<file path="src/hw/rtl/cube_range_sum_engine_top_macros.svh">
// Assertion macros shared by the cube range-sum engine RTL.
`ifndef CUBE_RANGE_SUM_ENGINE_TOP_MACROS_SVH
`define CUBE_RANGE_SUM_ENGINE_TOP_MACROS_SVH

// Same-cycle implication, checked on every clock edge outside reset.
`define CRES_CHECK_IMP(label, ante, cons, msg) \
   label: assert property (@(posedge clock) disable iff (reset) (ante) |-> (cons)) \
      else $error(msg);

// Next-cycle implication, checked on every clock edge outside reset.
`define CRES_CHECK_NEXT(label, ante, cons, msg) \
   label: assert property (@(posedge clock) disable iff (reset) (ante) |=> (cons)) \
      else $error(msg);

`endif

</file>
<file path="src/hw/rtl/cres_ram.sv">
// Generic single-write, single-read RAM with registered read data.
module cres_ram #(
   parameter int WIDTH = 8,
   parameter int DEPTH = 16
) (
   input  logic                             clock,
   input  logic                             we,
   input  logic [$clog2(DEPTH)-1:0]         waddr,
   input  logic [WIDTH-1:0]                 wdata,
   input  logic                             re,
   input  logic [$clog2(DEPTH)-1:0]         raddr,
   output logic [WIDTH-1:0]                 rdata
);

   logic [WIDTH-1:0] mem_ff [DEPTH];
   logic [WIDTH-1:0] rdata_ff;

   always_ff @(posedge clock) begin
      if (we) begin
         mem_ff[waddr] <= wdata;
      end
      if (re) begin
         rdata_ff <= mem_ff[raddr];
      end
   end

   assign rdata = rdata_ff;

endmodule

</file>
<file path="config.mk">
export PLATFORM = sky130hd
export DESIGN_NAME = cres_ram
export DESIGN_NICKNAME = d
export VERILOG_FILES = /design/src/hw/rtl/cube_range_sum_engine_top_macros.svh /design/src/hw/rtl/cres_ram.sv
export SDC_FILE = /design/constraint.sdc
export NUM_CORES = 1
export LEC_CHECK = 0
export BUFFER_PORTS_ARGS = -buffer_cell sky130_fd_sc_hd__buf_4
export CAP_MARGIN = 10
export CELL_PAD_IN_SITES_DETAIL_PLACEMENT = 0
export CELL_PAD_IN_SITES_GLOBAL_PLACEMENT = 1
export CORE_MARGIN = 2
export CORE_UTILIZATION = 48
export DETAILED_ROUTE_END_ITERATION = 6
export PLACE_DENSITY = 0.72
export SYNTH_ARGS = -nofsm -noshare
export SYNTH_HDL_FRONTEND = slang
export SYNTH_SLANG_ARGS = --single-unit
</file>
<file path="constraint.sdc">
create_clock -name clock -period 1.6 [get_ports clock]
set_input_delay 0.16 -clock clock [delete_from_list [all_inputs] [get_ports clock]]
set_output_delay 0.16 -clock clock [all_outputs]
set_load 0.05 [all_outputs]
</file>
==> metrics.md <==
| Metric | Value |
|---|---|
| Clk root buf | clkbuf_8 |
| Port Buffers | 26 |
| Max stage delay on crit path | 0.49 ns |
| Net Count, Synth | 248 |
| Synth area leaders | edfxtp_1 (78%), mux4_2 (7.8%), mux4_1 (7.0%), a22oi_1 (2.3%), nor2_1 (0.93%) |
| Core Region | 0.0107 mm² |
| Final Max Tran Viols | 0 |
| Endpoint type of the worst setup path | flip-flop |
| WHS | 0.170 ns |
| Hold depth | 3 |
| Share of cells above drive strength 1 | 32.4% |
| Gr ovfl total | 0 |
| Largest net degree at the start of global routing | 17 |
| Clk_lat worst skew | 0.52 ns |
| Via density | 5.57 |
| Top-count cell post-synth | edfxtp_1 |
| Count of cell types in the netlist | 18 |
| Leakage | 2.22 nW |
| Worst Reg-to-Reg Cells | 3 |
| Inserted Clock Buffers | 17 |
| Final GP Congestion | 0.714 |
| First-pass iteration count of the detailed router | 4 |
| Post-synth EDFFs | 136 |
| CTS Sinks | 136 |
| Initial antenna violation count | 0 |
| H-tree levels | 4 |
| I/O pin count | 27 |
| Worst Tran Pin Value | 0.389 ns |
| Remaining DRCs | 0 |
| Synthesized area | 0.00523 mm² |
| Vias in the first global route | 2530 |
| Overall power | 8.42 mW |
| R2r setup slk | 0.05 ns |
| Seq/Total Area, Yosys | 78.1% |
| Max-Cap Viols | 0 |
| Via count | 2519 |
| Final hold violations | 0 |
| Die height | 108 µm |
| Final period util | 96.7% |
| Gr usage total | 19.2% |
| DR WL/cell | 22.7 µm |
| Worst-path fanout max | 1 |
| Top cell type's share of synthesized area | 78.1% |
| Synth Instances | 229 |
| CP Data Arrival Time | 1.81 ns |
| Worst vdd ir | 0.765 mV |
| Final instance area | 0.00647 mm² |
| P&R area growth vs syn | 23.9% |
| Reg clk slew, reported paths | 0.06 ns |
| Post-CTS setup buffers | 0 |
| Multi-input logic area | 0.00106 mm² |
| Minimum clock period | 1.55 ns |
| Final ANT Viol Nets | 0 |
| Ys flop type | edfxtp_1 |
| Cells along the critical path | mux4_1 > a22oi_1 > nand2_1 |
| Row count | 38 |
| First-pass GRT wire length | 15200 µm |
| PD cells | 1300 mW/mm² |
| Utilization after layout | 60.3% |
| Hpwl dp | 6560 µm |
| CTS tree | done |
| Antenna fix cells | 0 |
| Post-synth top area cell | edfxtp_1 |
| Finished Layout Cells | 452 |
| Post-synth ARST share | 0% |
| CP max stage cell | mux4_1 |
| Final Setup Violations | 0 |
| Die W | 108 µm |
| Detailed Route WL | 10300 µm |
| Clock tree buffer depth | 2 |
| Number of synthesis warnings | 0 |
| Crit Path Category | flip-flop to flip-flop |
| Seq. cell area | 0.00408 mm² |
| Number of nets in the layout | 318 |
| Setup Skew | 0.00696 ns |
| Seq cells post-synth | 136 |
| Peak Freq | 0.646 GHz |
| Placed Area | 0.00579 mm² |
| Placed cells | 411 |
| Layout fillers | 780 |
| Die ar. | 0.0117 mm² |
| Relative slew slack | 74.0% |
| Worst hold path class | primary input to flip-flop |
| CP Launch Type | flip-flop |
| Avg Inst Size Synth | 22.8 µm² |
| Status | finished clean |
| RSZ-0062 raised after global routing | no |
| Required time worst endpoint | 1.86 ns |
| Initial DRC count | 178 |
| Commonest cells in the netlist | edfxtp_1 (136), mux4_2 (18), a22oi_1 (16) |
| Initial Util | 48.6% |
-- metrics by stage --
| step | TNS (ns) | setup slack, ns |
|---|---|---|
| finish | 0 | 0.0530 |
| global route | 0 | 0.00640 |
| CTS | 0 | 0.0386 |
| detailed placement | -0.442 | -0.155 |
| global placement | -0.439 | -0.159 |
| floorplan | 0 | 0.158 |
-- cell type report --
type                            count  share of cell area, %
Multi-Input combinational cell     83                   16.4
Timing Repair Buffer               61                   8.58
Sequential cell                   136                   63.1
Clock inverter                     15                   2.84
Clock buffer                       17                   6.40
Tap cell                          140                   2.71
-- placed cells by master (no fill, tap or decap) --
cell type | netlist | final
or3b_2 | 1 | 1
nand3b_1 | 2 | 2
a22oi_1 | 16 | 16
mux4_2 | 18 | 18
clkbuf_16 | 0 | 16
nor3_2 | 0 | 1
buf_4 | 1 | 46
buf_12 | 0 | 6
nor2_1 | 13 | 13
dlygate4sd3_1 | 0 | 9
nand2b_1 | 2 | 2
and2_1 | 1 | 1
nand3_1 | 1 | 1
edfxtp_1 | 136 | 136
clkinv_1 | 0 | 3
nor2b_1 | 1 | 1
clkbuf_8 | 0 | 1
nor3_1 | 4 | 3
mux4_1 | 14 | 14
nand2_1 | 9 | 9
clkinvlp_4 | 0 | 2
bufinv_16 | 0 | 4
clkinv_4 | 0 | 2
clkinv_2 | 0 | 4
and2b_1 | 1 | 1
-- critical path: cells and delay by family (launching register included) --
| kind | cells | cell delay [ns] |
|---|---|---|
| compound gates | 1 | 0.35 |
| flops | 1 | 0.36 |
| mux | 1 | 0.49 |
| simple gates | 1 | 0.10 |
-- what timing repair did --
action,CTS,global route
hold buffers,9,0
hold endpoints to repair,136,0
gates resized for setup,0,0
-- metal layers --
layer	wire length, µm	up-vias	global-route usage (%)
met5	0	-	0
met4	116	0	4.95
met3	472	12	5.61
met2	5120	74	30.3
met1	4560	1314	26.7
li1	-	1119	-
-- worst paths after layout --
kind,start,end
worst max-delay path,mem_ff[0][3],rdata[3]
worst min-delay path,waddr[0],mem_ff[0][3]
worst min register to register,mem_ff[4][1],rdata[1]
worst max register to register,mem_ff[0][3],rdata[3]
-- sequential cells by signal (all words and copies together), names as in the netlist --
name    count
mem_ff    128
rdata       8
-- power breakdown --
group	switching [mW]	internal, mW
clock	1.38	2.50
combinational	0.283	0.219
sequential	0.0197	4.01
-- cells by family after synthesis --
group	synth area share (%)
flops	78.1
simple gates	3.14
mux	14.8
compound gates	2.30
buf+inv	1.65
Power figures use the tool's default switching activity.
