### config.mk
export PLATFORM = sky130hd
export DESIGN_NAME = cres_alu
export DESIGN_NICKNAME = d
export VERILOG_FILES = /design/src/hw/rtl/cube_range_sum_engine_top_macros.svh /design/src/hw/rtl/cres_pkg.sv /design/src/hw/rtl/cres_alu.sv
export SDC_FILE = /design/constraint.sdc
export NUM_CORES = 1
export LEC_CHECK = 0
export BUFFER_PORTS_ARGS = -buffer_cell sky130_fd_sc_hd__buf_4
export CORE_MARGIN = 4
export CORE_UTILIZATION = 52
export DETAILED_ROUTE_END_ITERATION = 6
export GPL_TIMING_DRIVEN = 0
export PLACE_DENSITY_LB_ADDON = 0.1
export SYNTH_ARGS = -nofsm -noshare
export SYNTH_HDL_FRONTEND = slang
export SYNTH_SLANG_ARGS = --single-unit
### constraint.sdc
create_clock -name vclk -period 3.9
set_clock_uncertainty 0.2 [all_clocks]
set_input_delay 0.195 -clock vclk [all_inputs]
set_output_delay 0.195 -clock vclk [all_outputs]
set_load 0.005 [all_outputs]
### src/hw/rtl/cube_range_sum_engine_top_macros.svh
// Assertion macros shared by the cube range-sum engine RTL.
`ifndef CUBE_RANGE_SUM_ENGINE_TOP_MACROS_SVH
`define CUBE_RANGE_SUM_ENGINE_TOP_MACROS_SVH

// Same-cycle implication, checked on every clock edge outside reset.
`define CRES_CHECK_IMP(label, ante, cons, msg) \
   label: assert property (@(posedge clock) disable iff (reset) (ante) |-> (cons)) \
      else $error(msg);

// Next-cycle implication, checked on every clock edge outside reset.
`define CRES_CHECK_NEXT(label, ante, cons, msg) \
   label: assert property (@(posedge clock) disable iff (reset) (ante) |=> (cons)) \
      else $error(msg);

`endif

### src/hw/rtl/cres_pkg.sv
// Shared constants, types and helpers of the cube range-sum engine.
package cres_pkg;

   localparam int SIDE     = 8;
   localparam int COORD_W  = 4;
   localparam int VALUE_W  = 16;
   localparam int PREFIX_W = 22;
   localparam int TOTAL_W  = 25;

   localparam int DEPTH  = SIDE * SIDE * SIDE;
   localparam int IDX_W  = (SIDE > 1) ? $clog2(SIDE) : 1;
   localparam int ADDR_W = (DEPTH > 1) ? $clog2(DEPTH) : 1;
   localparam int POS_W  = ADDR_W;
   localparam int SIDE_W = $clog2(SIDE + 1);
   localparam int SQ_W   = $clog2(SIDE * SIDE + 1);
   localparam int CUBE_W = $clog2(DEPTH + 1);
   localparam int CMP_W  = (COORD_W > SIDE_W) ? COORD_W : SIDE_W;

   // Request tdata layout, lowest bit first.
   localparam int ELEM_LSB   = 0;
   localparam int LAYER_L_LSB = ELEM_LSB + VALUE_W;
   localparam int LAYER_H_LSB = LAYER_L_LSB + COORD_W;
   localparam int ROW_L_LSB  = LAYER_H_LSB + COORD_W;
   localparam int ROW_H_LSB  = ROW_L_LSB + COORD_W;
   localparam int COL_L_LSB  = ROW_H_LSB + COORD_W;
   localparam int COL_H_LSB  = COL_L_LSB + COORD_W;
   localparam int REQ_DATA_W = ((COL_H_LSB + COORD_W + 7) / 8) * 8;
   localparam int RSP_DATA_W = ((TOTAL_W + 7) / 8) * 8;

   localparam int SETTLE_W = 2;
   localparam logic [SETTLE_W-1:0] SETTLE_CYCLES = 2'd2;

   localparam int STEP_W = 2;
   localparam logic [STEP_W-1:0] LOAD_LAST_STEP  = 2'd2;
   localparam logic [STEP_W-1:0] QUERY_LAST_STEP = 2'd3;

   typedef enum logic {
      REQ_LOAD  = 1'b0,
      REQ_QUERY = 1'b1
   } req_kind_type;

   typedef enum logic [3:0] {
      ST_IDLE,
      ST_SYNC_LAYER,
      ST_SYNC_ROW,
      ST_LOAD_RD,
      ST_LOAD_DRAIN,
      ST_LOAD_WR,
      ST_QUERY_RD,
      ST_QUERY_DRAIN,
      ST_QUERY_OUT
   } state_type;

   // Flat address of (layer, row, column), all zero-based.
   function automatic logic [ADDR_W-1:0] make_addr(input logic [IDX_W-1:0] l,
                                                   input logic [IDX_W-1:0] r,
                                                   input logic [IDX_W-1:0] c);
      return ADDR_W'((int'(l) * SIDE + int'(r)) * SIDE + int'(c));
   endfunction

endpackage

### src/hw/rtl/cres_alu.sv
// Shared add/subtract unit with borrow, used for sums and position splitting.
module cres_alu (
   input  logic [cres_pkg::TOTAL_W-1:0] a,
   input  logic [cres_pkg::TOTAL_W-1:0] b,
   input  logic                         sub,
   output logic [cres_pkg::TOTAL_W-1:0] y,
   output logic                         borrow
);
   import cres_pkg::*;

   logic [TOTAL_W:0] wide;

   always_comb begin
      if (sub) begin
         wide = {1'b0, a} - {1'b0, b};
      end else begin
         wide = {1'b0, a} + {1'b0, b};
      end
   end

   assign y      = wide[TOTAL_W-1:0];
   // The top bit of an unsigned difference is set exactly when a < b.
   assign borrow = sub & wide[TOTAL_W];

endmodule

==> impl_metrics.toml <==
[grt]
grt_pass1_wl_um = 9400
grt_max_degree = 11
overflow = 0
grt_pass1_vias = 2167
antenna_found_initial = 0
grt.total_usage = 0.219

[placement]
dp.cells = 412
place.gp.congestion = 0.910
hpwl_um = 4780
portBuffers = 77

[sta]
min_period_over_period = 0.942
slew_headroom = 0.650
rsz0062_at_grt = "no"
setup_violations = 0
timing.final.max_slew_violations = 0
fin_crit_ns = 3.67
hold_ws_ns = 0.572
setup-tns-final_ns = 0
fmax_mhz = 272
hold_viol = 0
tightest_slew_ns = 0.521

[setup_path]
worstSetupPathType = "input pin to output pin"
crit_path_frequent_cell = "buf_4"
cp_num_cells = 16
path_delay_family = "compound AO/OA/AOI/OAI gates"
slowest_stage = "or3_1"
slowest_delay_ns = 0.42
worstPathMaxFanout = 8
cp-start-kind = "input pin"
path_cells = "buf_4, or3_1, nor2_1, a31oi_1, o21bai_2, a21oi_1, xor2_1, ha_1, buf_2, nand2_1, o2111ai_1, a21boi_2, mux2i_1, a41o_1, a221oi_1, buf_4"
arrival_ns = 3.28
critPathRequiredTime_ns = 3.50
critPathCaptureType = "output pin"
critPathBufInv = 3

[layout]
layout_commonest_cell = "buf_4"
diodes = 0
nFlopsAndLatches = 0
syn2layout_area_growth_pct = 33.6
layout-drive-gt1-share = 0.274
clock_buffers = 0
fillerInstances = 327
regArea_sq_um = 0
final_cell_mix = "buf_4, nor2_1, a21oi_1"
stdcell_count = 411
final_net_count = 445

[flow_run]
cap_violations = 0

[yosys]
yosysWarnings = 0
ys_types = 57
synth_nets = 367
synthCells = 289
avgSynthCellArea_sq_um = 6.72
yosysSeqAreaShare = 0
synth_area_sq_um = 1940

[route]
num_vias = 2360
dr.first_iter.drc_count = 161
drtAntennaViolNets = 0
viasPerCell = 5.74
wl_per_cell_um = 13.5
finalWirelength_um = 5530
dr.pass1.iters = 4
drc_errors = 0

[cts]
postCtsSetupRepairBufs = 0

[floorplan]
dieHeight_um = 69.1
coreArea_sq_um = 3470
io_pins = 77
rows = 21
die_w_um = 69.1
dieArea_sq_um = 4780
start_util = 0.560

[power_and_ir_drop]
p_per_area_nw_per_um2 = 233
peakVddDrop_uv = 168
power.leakage_nw = 1.22

[hold_path]
hold_depth = 4
hp-class = "input pin to output pin"

[status]
outcome = "completed"
[area by class of cell]
class                      count  area, sq um  share of cell area
tap                           46         57.6              0.0222
buffer                         8         45.0              0.0174
multi-input combinational    266         1860               0.717
timing repair buffer          77          578               0.223
inverter                      14         52.6              0.0203
[what timing repair did]
| action | CTS | global route |
|---|---|---|
| hold buffers | 0 | 0 |
| setup endpoints to repair | 0 | 5 |
| gates resized for setup | 0 | 8 |
[worst min-delay path: stages]
cell and delay, ns:
buf_4 0.10, ha_1 0.12, inv_1 0.04, buf_4 0.12
[cell usage after synthesis, types with 2 or more instances]
cell type,number,area share
a211oi_1,3,0.012
a21o_1,4,0.015
a21oi_1,30,0.077
a31oi_1,4,0.013
and2_1,2,0.0064
and2_2,2,0.0077
buf_2,4,0.010
clkbuf_1,2,0.0039
ha_1,26,0.17
inv_1,14,0.027
mux2i_1,2,0.010
nand2_1,21,0.041
nand2b_1,4,0.013
nand3_1,6,0.015
nand4_1,3,0.0097
nor2_1,38,0.073
nor2b_1,2,0.0064
nor3_1,14,0.036
nor4_1,2,0.0064
o2111ai_1,2,0.0090
o211ai_1,2,0.0077
o21a_1,5,0.019
o21ai_0,17,0.044
o21bai_1,3,0.012
o31ai_1,2,0.0077
or3_1,3,0.0097
or4_1,2,0.0077
xnor2_1,27,0.12
xor2_1,15,0.068
[metal layers]
metal | vias up | wire length, um | global-route usage | share of wire
li1 | 1212 | - | - | -
met1 | 1068 | 2560 | 0.300 | 0.46
met2 | 76 | 2620 | 0.394 | 0.47
met3 | 4 | 318 | 0.0116 | 0.057
met4 | 0 | 29 | 0.00868 | 0.0052
met5 | - | 0 | 0 | 0
[final timing paths]
path                  from    end  slack [ns]
worst min-delay path  b[0]   y[0]        0.57
worst max-delay path  b[8]  y[23]        0.23
[through the flow]
step | instance area, sq um | util | worst slack (ns) | power (mW)
floorplan | 1940 | - | 0.711 | 0.361
global placement | 2580 | 0.743 | 0.116 | 0.589
detailed placement | 2580 | 0.743 | 0.0970 | 0.596
CTS | 2580 | 0.743 | 0.0755 | 0.599
global route | 2590 | 0.748 | 0.0222 | 0.666
finish | 2590 | 0.748 | 0.227 | 0.605
[logic make-up (layout without fill, tap and decap cells)]
family	after synthesis	in the layout	synth area share
multiplexers	2	2	0.0103
AND/OR/NAND/NOR	102	102	0.247
adder cells (fa/ha/maj)	27	27	0.178
AO/OA/AOI/OAI	93	93	0.324
XOR/XNOR	42	42	0.189
buffers and inverters	23	99	0.0515
[report_power, final]
part / internal, mW / switching, mW
Clock: 0 / 0
Sequential: 0 / 0
Combinational: 0.309 / 0.296
(Power assumes the default switching activity.)
